File: src/design/genotype_variant_qc_filter_core_defines.svh
// assertion macros shared by the filter core
`ifndef GENOTYPE_VARIANT_QC_FILTER_CORE_DEFINES_SVH
`define GENOTYPE_VARIANT_QC_FILTER_CORE_DEFINES_SVH

// same-cycle implication, sampled on clk, off during reset
`define GVQC_ASSERT_IMP(name, ante, cons) \
    name: assert property (@(posedge clk) disable iff (!rst_n) (ante) |-> (cons)) \
        else $error("gvqc check failed");

// next-cycle implication, sampled on clk, off during reset
`define GVQC_ASSERT_NXT(name, ante, cons) \
    name: assert property (@(posedge clk) disable iff (!rst_n) (ante) |=> (cons)) \
        else $error("gvqc check failed");

`endif

File: src/design/gvqc_pkg.sv
package gvqc_pkg;

    localparam int DOSE_W     = 8;
    localparam int CNT_W      = 21;
    localparam int SUM_W      = 28;
    localparam int MAC_W      = 22;
    localparam int TOT_W      = 22;
    localparam int FRAC_BITS  = 16;
    localparam int MAF_W      = 16;
    localparam int MISS_W     = 17;
    localparam int CFG_IDX_W  = 3;
    localparam int CFG_DATA_W = 22;
    localparam int IN_DATA_W  = 8;
    localparam int OUT_DATA_W = 72;

    localparam int MAX_INDIVIDUALS = 1048576;

    localparam logic [TOT_W-1:0] TOT_LIMIT = TOT_W'(MAX_INDIVIDUALS);
    localparam logic [CNT_W-1:0] CNT_TOP   = '1;
    localparam logic [SUM_W-1:0] SUM_TOP   = '1;
    localparam logic [MAC_W-1:0] MAC_TOP   = 22'd2097152;
    localparam logic [MAF_W-1:0] HALF_FRAC = 16'd32768;

    localparam logic [DOSE_W-1:0] MISSING_CODE_RST = 8'd3;

    typedef enum logic [CFG_IDX_W-1:0] {
        REG_MISSING_CODE  = 3'd0,
        REG_MAF_MIN       = 3'd1,
        REG_MAF_MAX       = 3'd2,
        REG_MAC_MIN       = 3'd3,
        REG_MAC_MAX       = 3'd4,
        REG_MISS_RATE_MAX = 3'd5
    } cfg_reg_t;

    typedef enum logic [1:0] {
        REASON_KEEP    = 2'd0,
        REASON_FREQ    = 2'd1,
        REASON_COUNT   = 2'd2,
        REASON_MISSING = 2'd3
    } reason_t;

    typedef struct packed {
        logic [DOSE_W-1:0] missing_code;
        logic [MAF_W-1:0]  maf_min;
        logic [MAF_W-1:0]  maf_max;
        logic [MAC_W-1:0]  mac_min;
        logic [MAC_W-1:0]  mac_max;
        logic [MISS_W-1:0] miss_rate_max;
    } cfg_t;

    typedef struct packed {
        logic [CNT_W-1:0] called;
        logic [CNT_W-1:0] missing;
        logic [SUM_W-1:0] dsum;
    } counts_t;

    typedef struct packed {
        logic             keep;
        reason_t          fail_reason;
        logic [MAC_W-1:0] minor_count;
        logic [CNT_W-1:0] called_count;
        logic [CNT_W-1:0] missing_count;
    } result_t;

endpackage

File: src/design/genotype_variant_qc_filter_core.sv
// variant quality filter core
//
// s_axis carries one dosage per item (tdata[7:0]); tlast marks the final
// individual of a variant. m_axis carries one decision item per variant.
// cfg writes the six threshold registers by index; take it only while idle.
//
// an input item is taken every cycle while s_axis_tready is high. the dosage
// goes straight into the running counts; on the last item the updated
// counts are latched, the checks are evaluated combinationally from that
// latch and land in the output register, from which m_axis is driven.
// the rate is one item per clock while m_axis keeps up, bounded by the
// single count update and the check stage (three multipliers feeding compares).
//
// reset clears the counts, both stage valids and loads the register
// defaults (missing code 3, all checks off). when m_axis stalls the output
// register holds its item and one more finished variant waits in the count
// latch; from then on s_axis_tready stays low for every item, last or not,
// until the output register is taken and the latch can move on.
`include "genotype_variant_qc_filter_core_defines.svh"

module genotype_variant_qc_filter_core (
    input  logic                               clk,
    input  logic                               rst_n,
    input  logic                               s_axis_tvalid,
    output logic                               s_axis_tready,
    input  logic [gvqc_pkg::IN_DATA_W-1:0]     s_axis_tdata,  // dosage
    input  logic                               s_axis_tlast,
    output logic                               m_axis_tvalid,
    input  logic                               m_axis_tready,
    // keep, fail_reason, minor_count, called_count, missing_count, zero pad
    output logic [gvqc_pkg::OUT_DATA_W-1:0]    m_axis_tdata,
    input  logic                               cfg_valid,
    output logic                               cfg_ready,
    input  logic [gvqc_pkg::CFG_IDX_W-1:0]     cfg_index,
    input  logic [gvqc_pkg::CFG_DATA_W-1:0]    cfg_data
);

    localparam int PAD_W = gvqc_pkg::OUT_DATA_W - $bits(gvqc_pkg::result_t);

    gvqc_pkg::cfg_t    cfg;
    gvqc_pkg::counts_t fin_counts;
    gvqc_pkg::result_t result;
    gvqc_pkg::result_t out_res_reg;
    logic              fin_valid;
    logic              fin_take;
    logic              item_accept;
    logic              out_valid_reg;
    logic              out_valid_next;
    logic [gvqc_pkg::TOT_W-1:0] fin_total;

    gvqc_cfg u_cfg (
        .clk       (clk),
        .rst_n     (rst_n),
        .cfg_valid (cfg_valid),
        .cfg_ready (cfg_ready),
        .cfg_index (cfg_index),
        .cfg_data  (cfg_data),
        .cfg       (cfg)
    );

    gvqc_accum u_accum (
        .clk          (clk),
        .rst_n        (rst_n),
        .item_accept  (item_accept),
        .dosage       (s_axis_tdata[gvqc_pkg::DOSE_W-1:0]),
        .last         (s_axis_tlast),
        .missing_code (cfg.missing_code),
        .fin_take     (fin_take),
        .fin_valid    (fin_valid),
        .fin_counts   (fin_counts)
    );

    gvqc_decide u_decide (
        .counts (fin_counts),
        .cfg    (cfg),
        .result (result)
    );

    assign fin_take      = fin_valid && (!out_valid_reg || m_axis_tready);
    assign s_axis_tready = !fin_valid || fin_take;
    assign item_accept   = s_axis_tvalid && s_axis_tready;

    always_comb
    begin
        out_valid_next = out_valid_reg;
        if (fin_take)
            out_valid_next = 1'b1;
        else if (m_axis_tready)
            out_valid_next = 1'b0;
    end

    always_ff @(posedge clk or negedge rst_n)
    begin
        if (!rst_n)
            out_valid_reg <= 1'b0;
        else
            out_valid_reg <= out_valid_next;
    end

    always_ff @(posedge clk)
    begin
        if (fin_take)
            out_res_reg <= result;
    end

    assign m_axis_tvalid = out_valid_reg;
    assign m_axis_tdata  = {{PAD_W{1'b0}},
                            out_res_reg.missing_count,
                            out_res_reg.called_count,
                            out_res_reg.minor_count,
                            out_res_reg.fail_reason,
                            out_res_reg.keep};

    assign fin_total = gvqc_pkg::TOT_W'(fin_counts.called)
                     + gvqc_pkg::TOT_W'(fin_counts.missing);

    `GVQC_ASSERT_NXT(a_last_latched, item_accept && s_axis_tlast, fin_valid)
    `GVQC_ASSERT_IMP(a_total_bounded, fin_valid, fin_total <= gvqc_pkg::TOT_LIMIT)
    `GVQC_ASSERT_IMP(a_keep_matches, out_valid_reg,
                     out_res_reg.keep == (out_res_reg.fail_reason == gvqc_pkg::REASON_KEEP))
    `GVQC_ASSERT_IMP(a_freq_needs_calls,
                     out_valid_reg && (out_res_reg.fail_reason == gvqc_pkg::REASON_FREQ),
                     out_res_reg.called_count != '0)

endmodule

File: src/design/gvqc_cfg.sv
module gvqc_cfg (
    input  logic                             clk,
    input  logic                             rst_n,
    input  logic                             cfg_valid,
    output logic                             cfg_ready,
    input  logic [gvqc_pkg::CFG_IDX_W-1:0]   cfg_index,
    input  logic [gvqc_pkg::CFG_DATA_W-1:0]  cfg_data,
    output gvqc_pkg::cfg_t                   cfg
);

    gvqc_pkg::cfg_t cfg_reg;
    gvqc_pkg::cfg_t cfg_next;

    assign cfg_ready = 1'b1;
    assign cfg       = cfg_reg;

    always_comb
    begin
        cfg_next = cfg_reg;
        if (cfg_valid)
        begin
            unique case (gvqc_pkg::cfg_reg_t'(cfg_index))
                gvqc_pkg::REG_MISSING_CODE:
                    cfg_next.missing_code  = cfg_data[gvqc_pkg::DOSE_W-1:0];
                gvqc_pkg::REG_MAF_MIN:
                    cfg_next.maf_min       = cfg_data[gvqc_pkg::MAF_W-1:0];
                gvqc_pkg::REG_MAF_MAX:
                    cfg_next.maf_max       = cfg_data[gvqc_pkg::MAF_W-1:0];
                gvqc_pkg::REG_MAC_MIN:
                    cfg_next.mac_min       = cfg_data[gvqc_pkg::MAC_W-1:0];
                gvqc_pkg::REG_MAC_MAX:
                    cfg_next.mac_max       = cfg_data[gvqc_pkg::MAC_W-1:0];
                gvqc_pkg::REG_MISS_RATE_MAX:
                    cfg_next.miss_rate_max = cfg_data[gvqc_pkg::MISS_W-1:0];
                default:
                    cfg_next = cfg_reg;
            endcase
        end
    end

    always_ff @(posedge clk or negedge rst_n)
    begin
        if (!rst_n)
        begin
            cfg_reg.missing_code  <= gvqc_pkg::MISSING_CODE_RST;
            cfg_reg.maf_min       <= '0;
            cfg_reg.maf_max       <= gvqc_pkg::HALF_FRAC;
            cfg_reg.mac_min       <= '0;
            cfg_reg.mac_max       <= gvqc_pkg::MAC_TOP;
            cfg_reg.miss_rate_max <= '0;
        end
        else
        begin
            cfg_reg <= cfg_next;
        end
    end

endmodule

File: src/design/gvqc_accum.sv
module gvqc_accum (
    input  logic                          clk,
    input  logic                          rst_n,
    input  logic                          item_accept,
    input  logic [gvqc_pkg::DOSE_W-1:0]   dosage,
    input  logic                          last,
    input  logic [gvqc_pkg::DOSE_W-1:0]   missing_code,
    input  logic                          fin_take,
    output logic                          fin_valid,
    output gvqc_pkg::counts_t             fin_counts
);

    gvqc_pkg::counts_t acc_reg;
    gvqc_pkg::counts_t acc_next;
    gvqc_pkg::counts_t fin_reg;
    logic              fin_valid_reg;
    logic              fin_valid_next;

    logic [gvqc_pkg::TOT_W-1:0] total;
    logic                       room;
    logic                       is_missing;
    logic [gvqc_pkg::SUM_W:0]   sum_wide;

    assign total      = gvqc_pkg::TOT_W'(acc_reg.called) + gvqc_pkg::TOT_W'(acc_reg.missing);
    assign room       = total < gvqc_pkg::TOT_LIMIT;
    assign is_missing = dosage == missing_code;
    assign sum_wide   = {1'b0, acc_reg.dsum} + (gvqc_pkg::SUM_W + 1)'(dosage);

    always_comb
    begin
        acc_next = acc_reg;
        // past the individual limit the dosage is dropped
        if (room)
        begin
            if (is_missing)
            begin
                if (acc_reg.missing != gvqc_pkg::CNT_TOP)
                    acc_next.missing = acc_reg.missing + 1'b1;
            end
            else
            begin
                if (acc_reg.called != gvqc_pkg::CNT_TOP)
                    acc_next.called = acc_reg.called + 1'b1;
                acc_next.dsum = sum_wide[gvqc_pkg::SUM_W] ? gvqc_pkg::SUM_TOP
                                                          : sum_wide[gvqc_pkg::SUM_W-1:0];
            end
        end
    end

    always_comb
    begin
        fin_valid_next = fin_valid_reg;
        if (item_accept && last)
            fin_valid_next = 1'b1;
        else if (fin_take)
            fin_valid_next = 1'b0;
    end

    always_ff @(posedge clk or negedge rst_n)
    begin
        if (!rst_n)
        begin
            acc_reg       <= '0;
            fin_valid_reg <= 1'b0;
        end
        else
        begin
            fin_valid_reg <= fin_valid_next;
            if (item_accept)
                acc_reg <= last ? '0 : acc_next;
        end
    end

    always_ff @(posedge clk)
    begin
        if (item_accept && last)
            fin_reg <= acc_next;
    end

    assign fin_valid  = fin_valid_reg;
    assign fin_counts = fin_reg;

endmodule

File: src/design/gvqc_decide.sv
module gvqc_decide (
    input  gvqc_pkg::counts_t  counts,
    input  gvqc_pkg::cfg_t     cfg,
    output gvqc_pkg::result_t  result
);

    localparam int LHS_W  = gvqc_pkg::SUM_W + gvqc_pkg::FRAC_BITS;
    localparam int PMAF_W = gvqc_pkg::MAF_W + gvqc_pkg::MAC_W;
    localparam int MLHS_W = gvqc_pkg::CNT_W + gvqc_pkg::FRAC_BITS;
    localparam int PMIS_W = gvqc_pkg::MISS_W + gvqc_pkg::TOT_W;

    logic [gvqc_pkg::MAC_W-1:0] twoc;
    logic [gvqc_pkg::SUM_W-1:0] twoc_w;
    logic                       over;
    logic [gvqc_pkg::MAC_W-1:0] diff;
    logic [gvqc_pkg::MAC_W-1:0] sum_lo;
    logic [gvqc_pkg::MAC_W-1:0] mac;
    logic [gvqc_pkg::SUM_W-1:0] mf;
    logic [LHS_W-1:0]           maf_lhs;
    logic [PMAF_W-1:0]          maf_lo;
    logic [PMAF_W-1:0]          maf_hi;
    logic [gvqc_pkg::TOT_W-1:0] total;
    logic [MLHS_W-1:0]          miss_lhs;
    logic [PMIS_W-1:0]          miss_rhs;
    logic                       maf_en;
    logic                       mac_en;
    logic                       miss_en;
    logic                       maf_fail;
    logic                       mac_fail;
    logic                       miss_fail;
    gvqc_pkg::reason_t          reason;

    assign twoc   = {counts.called, 1'b0};
    assign twoc_w = gvqc_pkg::SUM_W'(twoc);
    assign over   = counts.dsum > twoc_w;
    assign sum_lo = counts.dsum[gvqc_pkg::MAC_W-1:0];
    assign diff   = twoc - sum_lo;
    assign mac    = over ? '0 : ((sum_lo < diff) ? sum_lo : diff);
    // with a sum above two per call the frequency uses the excess
    assign mf     = over ? (counts.dsum - twoc_w) : gvqc_pkg::SUM_W'(mac);

    assign maf_lhs = {mf, {gvqc_pkg::FRAC_BITS{1'b0}}};
    assign maf_lo  = cfg.maf_min * twoc;
    assign maf_hi  = cfg.maf_max * twoc;

    assign total    = gvqc_pkg::TOT_W'(counts.called) + gvqc_pkg::TOT_W'(counts.missing);
    assign miss_lhs = {counts.missing, {gvqc_pkg::FRAC_BITS{1'b0}}};
    assign miss_rhs = cfg.miss_rate_max * total;

    assign maf_en  = ((cfg.maf_min != '0) || (cfg.maf_max < gvqc_pkg::HALF_FRAC))
                     && (counts.called != '0);
    assign mac_en  = (cfg.mac_min != '0) || (cfg.mac_max != gvqc_pkg::MAC_TOP);
    assign miss_en = cfg.miss_rate_max != '0;

    assign maf_fail  = (maf_lhs < LHS_W'(maf_lo)) || (maf_lhs > LHS_W'(maf_hi));
    assign mac_fail  = (mac < cfg.mac_min) || (mac > cfg.mac_max);
    assign miss_fail = PMIS_W'(miss_lhs) > miss_rhs;

    always_comb
    begin
        priority if (maf_en && maf_fail)
            reason = gvqc_pkg::REASON_FREQ;
        else if (mac_en && mac_fail)
            reason = gvqc_pkg::REASON_COUNT;
        else if (miss_en && miss_fail)
            reason = gvqc_pkg::REASON_MISSING;
        else
            reason = gvqc_pkg::REASON_KEEP;
    end

    assign result.keep          = reason == gvqc_pkg::REASON_KEEP;
    assign result.fail_reason   = reason;
    assign result.minor_count   = mac;
    assign result.called_count  = counts.called;
    assign result.missing_count = counts.missing;

endmodule

File: config.mk
export PLATFORM = sky130hd
export DESIGN_NAME = genotype_variant_qc_filter_core
export DESIGN_NICKNAME = d
export VERILOG_FILES = /design/src/design/gvqc_pkg.sv /design/src/design/genotype_variant_qc_filter_core.sv /design/src/design/gvqc_cfg.sv /design/src/design/gvqc_accum.sv /design/src/design/gvqc_decide.sv
export VERILOG_INCLUDE_DIRS = /design/src /design/src/design
export SDC_FILE = /design/constraint.sdc
export NUM_CORES = 2
export LEC_CHECK = 0
export ABC_AREA = 1
export BUFFER_PORTS_ARGS = -buffer_cell sky130_fd_sc_hd__buf_2
export CAP_MARGIN = 20
export CORE_ASPECT_RATIO = 0.7
export CORE_MARGIN = 2
export CORE_UTILIZATION = 35
export CTS_CLUSTER_SIZE = 8
export DETAILED_ROUTE_END_ITERATION = 10
export PLACE_DENSITY = 0.49
export SLEW_MARGIN = 10
export SYNTH_ARGS = -nofsm -noshare
export SYNTH_HDL_FRONTEND = slang
export SYNTH_HIERARCHICAL = 1
export SYNTH_SLANG_ARGS = --single-unit
File: constraint.sdc
create_clock -name clk -period 16.65 [get_ports clk]
set_clock_uncertainty 0.15 [all_clocks]
set_input_delay 2.4975 -clock clk [delete_from_list [all_inputs] [get_ports clk]]
set_output_delay 2.4975 -clock clk [all_outputs]
set_load 0.1 [all_outputs]
==> flow_summary_export.csv <==
group,metric,value,unit
flow_run,maxCapViolations,0,
drt,drt-initial-drc-count,5031,
setup_path,required,16.86,ns
setup_path,reg2reg_slack,5.87,ns
worst_hold_path,worstHoldEndpoint,"u_cfg/cfg[93]",
setup_path,critical_path.top_delay_family,"adder cells",
clock_network,clock_sinks,310,
global_routing,grt_pass1_wl,325,mm
die,start_util,35.3,%
logic_synthesis,synth_seq_cells,310,
global_routing,grt_max_degree,83,
outcome,outcome,"complete, no violations",
layout,largest_reg_flops,101,
die,io_pins,114,
setup_path,critPathMaxStageDelay,0.75,ns
sta,fmax,0.0927,GHz
worst_hold_path,hold_class,"flop to flop",
sta,rsz0062_at_grt,"false",
setup_path,reg2reg_to,"m_axis_tdata[2]",
global_routing,grt_overflow_total,0,
die,die_w,490,um
sta,setup_slack,5.87,ns
sta,tightestPinTransition,1.21,ns
sta,setup_viol,0,
drt,vias,49600,
layout,area_growth,6.79,%
layout,multi_input_area,0.0418,mm2
clock_network,cts.clk_slew.worst_paths,0.05,ns
setup_path,rr_startpoint,"u_accum/fin_counts[52]",
sta,slew_violations,0,
clock_network,cts_tree,"done",
drt,detail_route.drc_violations,0,
clock_network,root_buffer,"clkbuf_16",
clock_network,clk_latency,0.64,ns
die,core_area,0.164,mm2
logic_synthesis,synth_cells,7651,
layout,fillCellCount,17200,
setup_path,critPathBufInv,8,
drt,vias_per_cell,5.06,
die,num_rows,124,
clock_network,cts_resized,0,
place,place_area,0.0603,mm2
setup_path,end_kind,"flop",
logic_synthesis,async_reset_ff_share,55.8,%
clock_network,numCtsBuffers,46,
sta,setup_tns,0,ns
layout,finalInstanceArea,0.0618,mm2
setup_path,worstSetupStartpointType,"flop",
worst_hold_path,min_from,"u_cfg/cfg[93]",
sta,max_slew_margin,18.7,%
drt,antenna_left,0,
place,place_ws,5.70,ns
logic_synthesis,synth-edff-count,137,
die,die_h,344,um
die,dieArea,0.169,mm2
clock_network,clockBufferDepth,3,
global_routing,grt_pass1_vias,48700,
layout,drive_gt1_share,5.62,%
clock_network,post-cts-setup-buffers,0,
place,portBuffers,107,
setup_path,critical_path_arrival,11.00,ns
global_routing,track_usage,25.7,%
logic_synthesis,yosysUniqueCellTypes,66,
logic_synthesis,synth-main-ff-cell,"dfrtp_1",
logic_synthesis,ys_seq_area_share,14.6,%
layout,regArea,0.00845,mm2
logic_synthesis,avgSynthCellArea,7.56,um2
worst_hold_path,min_path_cells,2,
place,hpwl,170,mm
layout,final_util,37.8,%
logic_synthesis,syn_area,0.0579,mm2
setup_path,path_class,"flop to flop",
setup_path,crit_top_cell,"nand2_1",
setup_path,cp_max_fo,36,
drt,first_pass_iters,5,
layout,n_antenna_cell,0,
global_routing,antenna_found_initial,17,
layout,layout.nets,8992,
setup_path,slowest_stage,"xnor2_1",
sta,fin_crit_sh,64.8,%
place,gp_congestion,0.962,
logic_synthesis,ys_warn_count,6,
clock_network,holdBufCountCts,0,
sta,fin_crit,10.78,ns
drt,routedWlPerCell,22.1,um
sta,hold_viol_final,0,
setup_path,rr_worst_depth,47,
drt,wl,216,mm
clock_network,htreeDepth,2,
## synth_stat cells, types with 11 or more instances
cell type	n	area, um2
ha_1	551	6890
nor2_1	449	1690
nand2_2	23	144
buf_4	55	413
inv_2	13	48.8
buf_1	12	45.0
nor2_4	11	124
xor2_1	88	771
nor4_1	28	175
a31oi_1	39	244
fa_1	831	16600
buf_6	11	124
a21o_1	19	143
o21ai_1	24	120
nand2_1	2266	8510
nand4_1	57	357
clkbuf_1	208	781
edfxtp_1	137	4110
or2_2	33	206
dfrtp_1	169	4230
nor3_1	37	185
xnor2_1	69	604
o21bai_1	23	173
o21ai_2	34	298
a21oi_1	255	1280
inv_1	1588	5960
o21ai_0	147	736
nand3_1	269	1350
buf_2	55	275
or2_1	12	75.1
## cells in the final DEF (no fill, tap or decap), types with 47 or more instances in the layout
master / Yosys / routed
nand3_1: 269 / 269
dfrtp_1: 169 / 169
fa_1: 831 / 831
xnor2_1: 69 / 69
clkbuf_16: 0 / 47
inv_1: 1588 / 1587
o21ai_0: 147 / 147
ha_1: 551 / 551
xor2_1: 88 / 88
buf_4: 55 / 98
edfxtp_1: 137 / 137
a21oi_1: 255 / 254
nor2_1: 449 / 445
nand4_1: 57 / 57
buf_2: 55 / 106
nand2_1: 2266 / 2265
## through the flow
step,cells,hold WS [ns]
2_1_floorplan,7655,0.292
3_3_place_gp,9718,0.309
3_5_place_dp,9720,0.318
4_1_cts,9800,0.330
5_1_grt,9808,0.347
6_report,9808,0.329
## per-layer routing
metal,up-vias,track usage [%],part of all wire [%]
li1,22900,-,-
met1,24500,40.9,50
met2,2088,35.6,39
met3,168,5.59,9.9
met4,4,3.44,1.3
met5,-,0,0.012
## how the worst max path moves through the flow
stage                                 from               to  slack [ns]  cells after the start
global route        u_accum/fin_counts[52]  m_axis_tdata[2]        5.30                     45
detailed placement  u_accum/fin_counts[52]  m_axis_tdata[2]        5.70                     49
finish              u_accum/fin_counts[52]  m_axis_tdata[2]        5.87                     47
global placement    u_accum/fin_counts[52]  m_axis_tdata[2]        5.72                     49
floorplan           u_accum/fin_counts[49]  m_axis_tdata[2]        7.92                     46
CTS                 u_accum/fin_counts[52]  m_axis_tdata[2]        5.63                     49
## worst reg2reg max path: cells and delay by family (launching register included)
kind | cells | cell delay, ns
compound gates | 10 | 1.77
buf+inv | 8 | 1.00
simple gates | 18 | 2.03
xor+xnor | 2 | 0.85
fa+ha+maj | 9 | 4.44
flops | 1 | 0.32
## cells by family after synthesis
kind of cell / count (synthesis) / synth area share (%)
other cells: 2 / 0.0130
buf+inv: 1951 / 13.3
simple gates: 3239 / 22.9
flops: 310 / 14.6
compound gates: 608 / 6.08
xor+xnor: 159 / 2.43
fa+ha+maj: 1382 / 40.7
## cell type report
cell class / count / area share, %
Timing Repair Buffer: 212 / 2.26
Clock inverter: 4 / 0.144
Inverter: 1607 / 9.77
Sequential cell: 310 / 13.7
Tap cell: 2205 / 4.46
Clock buffer: 76 / 2.11
Multi-Input combinational cell: 5394 / 67.6
Power is not shown: default switching activity piles up to over one toggle a cycle in this logic, so the estimate is an artifact.
